[src/rtl/core/sjfh_pkg.sv]
// Types and constants shared by the ready-queue scheduler modules.
`timescale 1ns / 1ps
package sjfh_pkg;

   localparam logic [1:0] CMD_ADD      = 2'd0;
   localparam logic [1:0] CMD_DISPATCH = 2'd1;
   localparam logic [1:0] CMD_REMOVE   = 2'd2;
   localparam logic [1:0] CMD_NOP      = 2'd3;

   localparam logic [1:0] STAT_OK       = 2'd0;
   localparam logic [1:0] STAT_FULL     = 2'd1;
   localparam logic [1:0] STAT_NOT_FOUND = 2'd2;
   localparam logic [1:0] STAT_EMPTY    = 2'd3;

   localparam logic [1:0] MODE_SJF_PRE = 2'd0;
   localparam logic [1:0] MODE_SJF_NP  = 2'd1;

   localparam logic       REG_MODE  = 1'b0;
   localparam logic       REG_ALPHA = 1'b1;

   localparam logic [6:0] PCT_MAX = 7'd100;
   // floor(u / 25) = (u * EST_RECIP) >> EST_SHIFT for u < 2^30
   localparam logic [29:0] EST_RECIP = 30'd687194768;
   localparam int          EST_SHIFT = 34;

   typedef struct packed {
      logic [15:0] id;
      logic [23:0] est;
      logic [15:0] wait_cnt;
      logic [15:0] burst;
   } entry_type;

   typedef enum logic [2:0] {
      OP_NONE  = 3'd0,
      OP_LOAD  = 3'd1,
      OP_DISP  = 3'd2,
      OP_SHIFT = 3'd3,
      OP_MUL   = 3'd4,
      OP_CMP   = 3'd5
   } op_type;

   typedef struct packed {
      op_type op;
      logic   parity;
      logic   start;
      logic   hrrn;
   } cell_ctrl_type;

endpackage

[src/rtl/core/sjfh_cell.sv]
// One queue slot: holds an entry, compares with its left neighbor, swaps and shifts.
`timescale 1ns / 1ps
module sjfh_cell #(
   parameter int QUEUE_DEPTH = 16,
   parameter int INDEX       = 0
) (
   input  logic                         clock,
   input  sjfh_pkg::cell_ctrl_type      ctrl,
   input  logic [$clog2(QUEUE_DEPTH+1)-1:0] count,
   input  logic [$clog2(QUEUE_DEPTH)-1:0]   pos,
   input  sjfh_pkg::entry_type          new_entry,
   input  sjfh_pkg::entry_type          left_entry,
   input  sjfh_pkg::entry_type          right_entry,
   input  logic                         right_swap,
   output sjfh_pkg::entry_type          entry,
   output logic                         swap,
   output logic                         match
);

   sjfh_pkg::entry_type entry_ff, entry_in;
   logic [39:0] prod_mine_ff, prod_left_ff;
   logic [23:0] est_mine, est_left;
   logic        active, less;

   assign est_mine = (entry_ff.est == 24'd0) ? 24'd1 : entry_ff.est;
   assign est_left = (left_entry.est == 24'd0) ? 24'd1 : left_entry.est;

   assign active = (INDEX % 2 == int'(ctrl.parity)) && (INDEX > int'(ctrl.start))
                   && (INDEX < int'(count)) && (INDEX != 0);
   assign less   = ctrl.hrrn ? (prod_mine_ff > prod_left_ff)
                             : (entry_ff.est < left_entry.est);
   assign swap   = (ctrl.op == sjfh_pkg::OP_CMP) && active && less;
   assign match  = (entry_ff.id == new_entry.id) && (INDEX < int'(count));
   assign entry  = entry_ff;

   always_comb begin
      entry_in = entry_ff;
      case (ctrl.op)
         sjfh_pkg::OP_LOAD: begin
            if (INDEX == int'(pos)) entry_in = new_entry;
         end
         sjfh_pkg::OP_DISP: begin
            if (INDEX == 0) begin
               entry_in.wait_cnt = 16'd0;
               if (entry_ff.burst != 16'hFFFF) entry_in.burst = entry_ff.burst + 16'd1;
            end else if (entry_ff.wait_cnt != 16'hFFFF) begin
               entry_in.wait_cnt = entry_ff.wait_cnt + 16'd1;
            end
         end
         sjfh_pkg::OP_SHIFT: begin
            if (INDEX >= int'(pos)) entry_in = right_entry;
         end
         sjfh_pkg::OP_CMP: begin
            if (swap) entry_in = left_entry;
            else if (right_swap) entry_in = right_entry;
         end
         default: entry_in = entry_ff;
      endcase
   end

   always_ff @(posedge clock) begin
      entry_ff <= entry_in;
      if (ctrl.op == sjfh_pkg::OP_MUL) begin
         prod_mine_ff <= 40'(entry_ff.wait_cnt) * 40'(est_left);
         prod_left_ff <= 40'(left_entry.wait_cnt) * 40'(est_mine);
      end
   end

endmodule

[config.mk]
export PLATFORM = sky130hd
export DESIGN_NAME = sjfh_cell
export DESIGN_NICKNAME = d
export VERILOG_FILES = /design/src/rtl/core/sjfh_pkg.sv /design/src/rtl/core/sjfh_cell.sv
export SDC_FILE = /design/constraint.sdc
export NUM_CORES = 1
export LEC_CHECK = 0
export BUFFER_PORTS_ARGS = -buffer_cell sky130_fd_sc_hd__buf_4
export CORE_AREA = 5 5 116 118
export CTS_CLUSTER_SIZE = 8
export DETAILED_ROUTE_END_ITERATION = 8
export DIE_AREA = 0 0 121 123
export PLACE_DENSITY_LB_ADDON = 0.3
export SYNTH_ARGS = -nofsm -noshare
export SYNTH_HDL_FRONTEND = slang
export SYNTH_SLANG_ARGS = --single-unit
export TNS_END_PERCENT = 10
[constraint.sdc]
create_clock -name clock -period 7.2 [get_ports clock]
set_clock_uncertainty 0.15 [all_clocks]
set_input_delay 1.08 -clock clock [delete_from_list [all_inputs] [get_ports clock]]
set_output_delay 1.08 -clock clock [all_outputs]
set_load 0.02 [all_outputs]
After elaboration in Yosys (flattened, before gate mapping)

Cells that the tools add are included.

Output and inout bits: 74
Logic and storage cells: 30
Input bits: 233
Register bits after elaboration: 72

Order comparisons: 2
Add/sub/neg operators: 1
Reductions and logical operators: 7
Eq/ne operators: 10
Mux-type cells: 6

Operators with widths:

| cell                  | number |
|---|---|
| $mux 72               | 3 |
| $pmux 32 s4           | 1 |
| $pmux 40 s3           | 1 |
| $add 16x1->16 const B | 1 |
| $eq 16x16->1          | 1 |
| $mux 16               | 1 |
| $ne 16x16->1 const B  | 1 |
| $ne 2x2->1 const B    | 4 |
| $reduce_and 4->1      | 2 |
| $eq 3x2->1 const B    | 2 |
| $lt 1x5->1 const A    | 1 |
| $reduce_and 5->1      | 1 |
| $ge 1x4->1 const A    | 1 |
| $logic_not 4->1       | 1 |
| $reduce_bool 4->1     | 1 |
| $eq 3x1->1 const B    | 1 |
| $eq 3x3->1 const B    | 1 |
| $reduce_bool 3->1     | 1 |
| $logic_and 1x1->1     | 1 |

Depth between registers and ports, before layout

Gate-level depths: netlist of the first run.

Depth in word-level cells: 3
Gate-level depth with buffers: 7
Mapped depth without buffers: 6

Worst setup path after synthesis of the first run

OpenSTA, ideal clock, no wires.

Path type: input port to flip-flop
Start point: in pos[0]
End point: reg entry_ff (netlist bit entry[0]) (enable)
Data arrival time: 5.610 ns
Data required time: 6.651 ns
Path buffers: 0
Stages: 5
Path slack: 1.041 ns
Cell sequence: nor4_1 > nand2_1 > a21boi_0 > nor2_1 > a41oi_1

Longest elaborated chain between the ends: 3
Elaborated cells on any way between the ends: 5
Those cells by class: 1 x order compare; 2 x eq/ne; 2 x reduce/logical

RTL lines:

| what                                                 | RTL line                         | text |
|---|---|---|
| from (decl)                                          | sjfh_cell.sv:10                  | `input logic [$clog2(QUEUE_DEPTH)-1:0] pos,` |
| $ge 1x4->1 / $logic_not 4->1 (equally long branches) | sjfh_cell.sv:51, sjfh_cell.sv:40 |  |
| $ne 2x2->1 (no line)                                 | --                               |  |
| $reduce_and 5->1 (no line) (*)                       | --                               |  |
| to (signal assigned)                                 | sjfh_cell.sv:62                  | `entry_ff <= entry_in;` |
| to (decl)                                            | sjfh_cell.sv:20                  | `sjfh_pkg::entry_type entry_ff, entry_in;` |

Mark *: on every way between the ends. The rest lies on a longest branch, timed or not.
A chain may end at the register's enable or synchronous reset.

Final worst setup path of the first run

Start point: in new_entry[64] in the netlist's numbering
End point: out match

Longest elaborated chain between the ends: 2

RTL lines:

| what              | RTL line        | text |
|---|---|---|
| from (decl)       | sjfh_cell.sv:11 | `input sjfh_pkg::entry_type new_entry,` |
| $eq 16x16->1      | sjfh_cell.sv:33 | `assign match = (entry_ff.id == new_entry.id) && (INDEX < int'(count));` |
| $logic_and 1x1->1 | sjfh_cell.sv:33 |  |
| to (decl)         | sjfh_cell.sv:17 | `output logic match` |

No other way between the ends.

==> results of run 1 <==
[metrics by stage]
step	total power, uW	instances	cell area, sq um
CTS	1333	756	5962
detailed placement	752.1	740	5578
finish	1315	756	5962
global placement	746.3	740	5578
floorplan	626.0	352	3685
global route	1373	756	5962
[synthesized netlist by cell type, types with 2 or more instances]
master    count  area share, %
edfxtp_1     72             59
nand2_1     131             13
nor3_1        6           0.81
a22o_1       16            3.8
clkbuf_1      9           0.92
xor2_1        8            1.9
and2_1        3           0.51
a22oi_1      10            2.0
xnor2_1      22            5.2
nor2_1       10            1.0
o21ai_0      13            1.8
nand4_1       5           0.85
o32ai_1       2           0.48
nor4_1        4           0.68
buf_2         5           0.68
a211oi_1      4           0.81
o22ai_1       4           0.68
inv_1         3           0.31
a21oi_1       2           0.27
nand3_1       4           0.54
[power by group through the flow]
stage / Combinational [uW] / Clock (uW) / Sequential [uW]
floorplan: 80.0 / 0 / 546
global placement: 229 / 0 / 517
detailed placement: 233 / 0 / 519
CTS: 234 / 589 / 510
global route: 251 / 609 / 513
finish: 230 / 575 / 510
[path summary, 6_finish.rpt]
| kind | startpoint | endpoint | slack (ns) | cells after the start |
|---|---|---|---|---|
| worst max register to register | entry[0] | entry[1] | 4.58 | 4 |
| worst max-delay path | new_entry[64] | match | 3.76 | 6 |
| worst min-delay path | entry[14] | entry[14] | 0.58 | 2 |
| worst min register to register | entry[14] | entry[14] | 0.58 | 2 |
[layout make-up]
class	count	area [sq um]	share of cell area, %
tap	172	215.2	3.610
timing repair buffer	233	1749	29.34
multi-input combinational	260	1440	24.16
inverter	3	11.26	0.1889
sequential	72	2162	36.26
clock buffer	10	229.0	3.841
clock inverter	6	155.1	2.602
[routing by layer]
metal / GRT usage [%] / routed length (microns) / vias to the layer above
li1: - / - / 1713
met1: 18.58 / 4716 / 1612
met2: 26.12 / 5836 / 163
met3: 4.620 / 1040 / 10
met4: 5.099 / 144 / 0
met5: 0 / 0 / -
[kinds of logic (layout without fill, tap and decap cells)]
kind of cell             Yosys count  count (layout)  share of synthesized area, %
flip-flops                        72              72                         58.68
adder cells (fa/ha/maj)            1               1                        0.3395
other                              1               1                        0.1018
buffers and inverters             20             252                         2.784
multiplexers                       1               1                        0.6112
XOR/XNOR                          30              30                         7.131
AO/OA/AOI/OAI                     55              55                         10.59
AND/OR/NAND/NOR                  172             172                         19.76
[worst max-delay path: stages]
cell and delay (ns):
buf_4 0.12, xor2_1 0.15, nor4_1 0.25, o21ai_0 0.13, nor4_1 0.29, buf_4 0.19
[cells in the final DEF (no fill, tap or decap), types with 2 or more instances in the layout]
cell       netlist  final
clkbuf_16        0      9
bufinv_16        0      5
o21ai_0         13     13
buf_4            1    233
a211oi_1         4      4
inv_1            3      3
o22ai_1          4      4
nor3_1           6      6
nor4_1           4      4
xor2_1           8      8
o32ai_1          2      2
nand4_1          5      5
and2_1           3      2
a22o_1          16     16
a21oi_1          2      2
edfxtp_1        72     72
a22oi_1         10     10
xnor2_1         22     22
nand2_1        131    131
nor2_1          10     10
nand3_1          4      4
==> flow_summary_export.csv, run 1 <==
group,metric,value,unit
cts,cts_resized,0,
timing,period_share,47.74,%
route,firstDrtPassIters,4,
cells_and_area,n_antenna_cell,0,
route,ant_nets,0,
cells_and_area,utilization,48.22,%
global_routing,grt.overflow.total,0,
cts,insertion_delay,0.33,ns
run_status,outcome,"finished, final reports clean",
floorplan,die_area,14880,sq um
cts,cts_tree,"done",
placed_design,gp_congestion,0.8526,
cts,cts_made_buffers,9,
logic_synthesis,synth-edff-count,72,
cells_and_area,drive_gt1_share,44.01,%
power_and_ir_drop,leakage,0.002625,uW
route,drc_errors,0,
timing,worst_slack,3.763,ns
floorplan,die_height,123,microns
placed_design,hpwlAfterDp,9045,microns
setup_path,critPathKind,"in -> out",
cts,post_cts_buffers,0,
global_routing,grt_pass1_vias,3494,
logic_synthesis,synth_area,3685,sq um
cts,htreeDepth,3,
global_routing,grt_pass1_wl,17760,microns
power_and_ir_drop,pwr-share-comb,17.5,%
flow_run,drv_cap,0,
cts,hold_buffers,0,
logic_synthesis,syn_avg_cell_area,10.47,sq um
logic_synthesis,synth-main-ff-cell,"edfxtp_1",
logic_synthesis,async_flop_share,0,%
cells_and_area,largest_reg_flops,72,
route,routed_wl,11740,microns
route,wl_per_cell,15.53,microns
floorplan,num_rows,41,
logic_synthesis,syn_inst,352,
logic_synthesis,seq_area_frac_synth,58.68,%
power_and_ir_drop,powerDensity,220.6,nW/um^2
cts,clock-sinks,72,
timing,fin_crit,3.437,ns
logic_synthesis,synthesis.nets,586,
timing,worst_pin_slew,0.9344,ns
timing,slew_headroom,37.71,%
placed_design,portBuffers,230,
route,via_per_inst,4.627,
global_routing,grt_max_degree,47,
global_routing,grt_use_total,15.33,%
setup_path,crit_path_end_kind,"output port",
global_routing,antenna_found_initial,0,
floorplan,die_x,121,microns
cts,clk_pin_slew,0.06,ns
logic_synthesis,yosysWarningCount,0,
logic_synthesis,synth_cell_types,39,
floorplan,initial_utilization,29.80,%
cells_and_area,nFillCells,1177,
timing,max_freq,290.9,MHz
setup_path,worstPathArrival,2.21,ns
timing,rsz0062_at_grt,"false",
logic_synthesis,ys_ff_latch,72,
cts,cts.root.buffer_cell,"clkbuf_16",
timing,finalSetupViolCount,0,
setup_path,cp.required,5.97,ns
timing,whs,0.5772,ns
timing,tns,0,ns
timing,slew_viol_final,0,
power_and_ir_drop,internal_power,1021,uW
cells_and_area,area_growth,61.80,%
power_and_ir_drop,share_seq_of_total_power,38.8,%
worst_hold_path,hold_class,"reg -> reg",
placed_design,pre_cts_ws,3.761,ns
floorplan,io_pins,307,
cells_and_area,fin_nets,813,
cts,clk_path_buf_depth,2,
route,drt_iter0_markers,175,
setup_path,startpoint_type,"primary input",
power_and_ir_drop,max-vdd-ir-drop,90.64,uV
floorplan,core,12360,sq um
timing,timing.final.hold_violations,0,
power_and_ir_drop,switching_share,22.39,%
setup_path,crit_fanout,2,
route,via_count,3498,
power_and_ir_drop,p_sw,294.4,uW
power_and_ir_drop,power.share.clock,43.7,%
Power figures use the tool's default switching activity.
==> run 2, diff against run 1 <==
Settings changed: CORE_AREA 5 5 116 118 to 5 5 115 117, DIE_AREA 0 0 121 123 to 0 0 120 122.
Clock period 7.2 ns to 2.81 ns, I/O delays scaled along.
==> flow_summary_export.csv, run 2 (synthesis gave the netlist of run 1 again) <==
group,metric,value,unit
setup_path,cp_top_family,"simple AND/OR/NAND/NOR gates",
placed_design,portBuffers,230,
timing,finalSetupViolCount,0,
worst_hold_path,min-delay-start,"right_entry[37]",
setup_path,worstPathArrival,2.30,ns
cells_and_area,nFillCells,1168,
global_routing,grt_use_total,16.18,%
route,drt_iter0_markers,236,
placed_design,gp_congestion,0.8202,
placed_design,hpwlAfterDp,9476,microns
timing,rsz0062_at_grt,"false",
cells_and_area,final_cell_mix,"237 x buf_4, 131 x nand2_1, 72 x edfxtp_1",
setup_path,cp.required,2.69,ns
timing,period_share,86.35,%
cts,post_cts_buffers,0,
timing,max_freq,412.1,MHz
cells_and_area,layout_commonest_cell,"buf_4",
cts,cts_made_buffers,9,
setup_path,critical_path.cell_chain,"ha_1 > and4_2 > and4_1 > a41oi_4 > buf_4",
power_and_ir_drop,leakage,0.002582,uW
global_routing,grt_max_degree,47,
cells_and_area,area_growth,58.88,%
worst_hold_path,hold_depth,3,
setup_path,crit_fanout,10,
floorplan,die_height,122,microns
cells_and_area,multi_input_area,1451,sq um
cts,cts_resized,0,
cells_and_area,seqCellArea,2162,sq um
global_routing,antenna_found_initial,0,
flow_run,drv_cap,0,
worst_hold_path,hold_path_end,"entry[37]",
route,via_per_inst,4.799,
setup_path,rrSetupSlack,0.38,ns
cts,clock-sinks,72,
route,via_count,3537,
cts,cts.root.buffer_cell,"clkbuf_16",
global_routing,grt.overflow.total,0,
route,wl_per_cell,16.36,microns
floorplan,num_rows,41,
cts,hold_buffers,0,
setup_path,max_stage_delay,0.47,ns
power_and_ir_drop,powerDensity,497.4,nW/um^2
cts,cts_tree,"done",
route,ant_nets,0,
floorplan,initial_utilization,30.05,%
power_and_ir_drop,total_power,2912,uW
route,drc_errors,0,
timing,slew_viol_final,0,
setup_path,crit_path_end_kind,"register",
setup_path,critPathKind,"reg -> reg",
floorplan,die_x,120,microns
setup_path,r2r_cells,5,
setup_path,worst_path_max_delay_cell,"edfxtp_1",
cts,insertion_delay,0.33,ns
timing,slew_headroom,59.66,%
timing,timing.final.hold_violations,0,
route,firstDrtPassIters,4,
global_routing,grt_pass1_vias,3659,
floorplan,core,12260,sq um
cts,htreeDepth,3,
cells_and_area,fin_nets,817,
floorplan,io_pins,307,
cts,clk_pin_slew,0.06,ns
setup_path,reg2reg_to,"entry[13]",
floorplan,die_area,14640,sq um
timing,worst_pin_slew,0.5925,ns
cells_and_area,largest_reg_flops,72,
run_status,outcome,"finished, final reports clean",
route,routed_wl,12060,microns
power_and_ir_drop,max-vdd-ir-drop,212.7,uV
cts,clk_path_buf_depth,2,
timing,tns,0,ns
setup_path,startpoint_type,"register",
timing,fin_crit,2.426,ns
setup_path,r2r-start,"entry[0]",
setup_path,path_buf_inv,1,
cells_and_area,n_antenna_cell,0,
cells_and_area,drive_gt1_share,44.46,%
worst_hold_path,hold_class,"in -> reg",
global_routing,grt_pass1_wl,18500,microns
## run 2: worst min-delay path, delay by kind of cell
kind	cells	cell delay [ns]
and+or+nand+nor	2	0.08
buffers and inverters	1	0.07
## run 2: power by group
group	switching (uW)	internal, uW
combinational	292	305
sequential	35.9	1270
clock	422	586
total	750	2160
## run 2: per-layer routing
layer / share of wire (%) / global-route usage [%] / wire length, microns / up-vias
met5: 0 / 0 / 0 / -
met1: 41 / 19.89 / 4970 / 1632
met4: 1.9 / 6.299 / 230 / 0
met2: 48 / 27.50 / 5784 / 174
met3: 8.9 / 3.900 / 1074 / 18
li1: - / - / - / 1713
## run 2: cell type report
type	instances	share of cell area, %
flip-flops and latches	72	36.93
clock buffers	9	3.847
inverters	3	0.1923
well taps	150	3.206
repair buffers	237	30.39
multi-input cells	260	24.79
clock inverters	6	0.6412
## run 2: metrics by stage
| step | instances | utilization [%] | instance area, sq um | hold WS [ns] | setup slack [ns] |
|---|---|---|---|---|---|
| global route | 737 | 47.75 | 5854 | 0.1910 | 0.2839 |
| global placement | 722 | 45.61 | 5592 | 0.5327 | 0.4415 |
| finish | 737 | 47.75 | 5854 | 0.2036 | 0.3836 |
| floorplan | 352 | - | 3715 | 0.4459 | 0.06137 |
| CTS | 737 | 47.75 | 5854 | 0.1881 | 0.3811 |
| detailed placement | 722 | 45.61 | 5592 | 0.5338 | 0.3810 |
## run 2: worst max path at each step
stage                         from         to  slack (ns)  depth (start not counted)
after CTS                 entry[0]  entry[13]        0.38                          5
after floorplan             pos[0]   entry[0]        0.06                          5
final                     entry[0]  entry[13]        0.38                          5
after global placement    entry[0]  entry[11]        0.44                          5
after global routing      entry[0]  entry[13]        0.28                          5
after detailed placement  entry[0]  entry[13]        0.38                          5
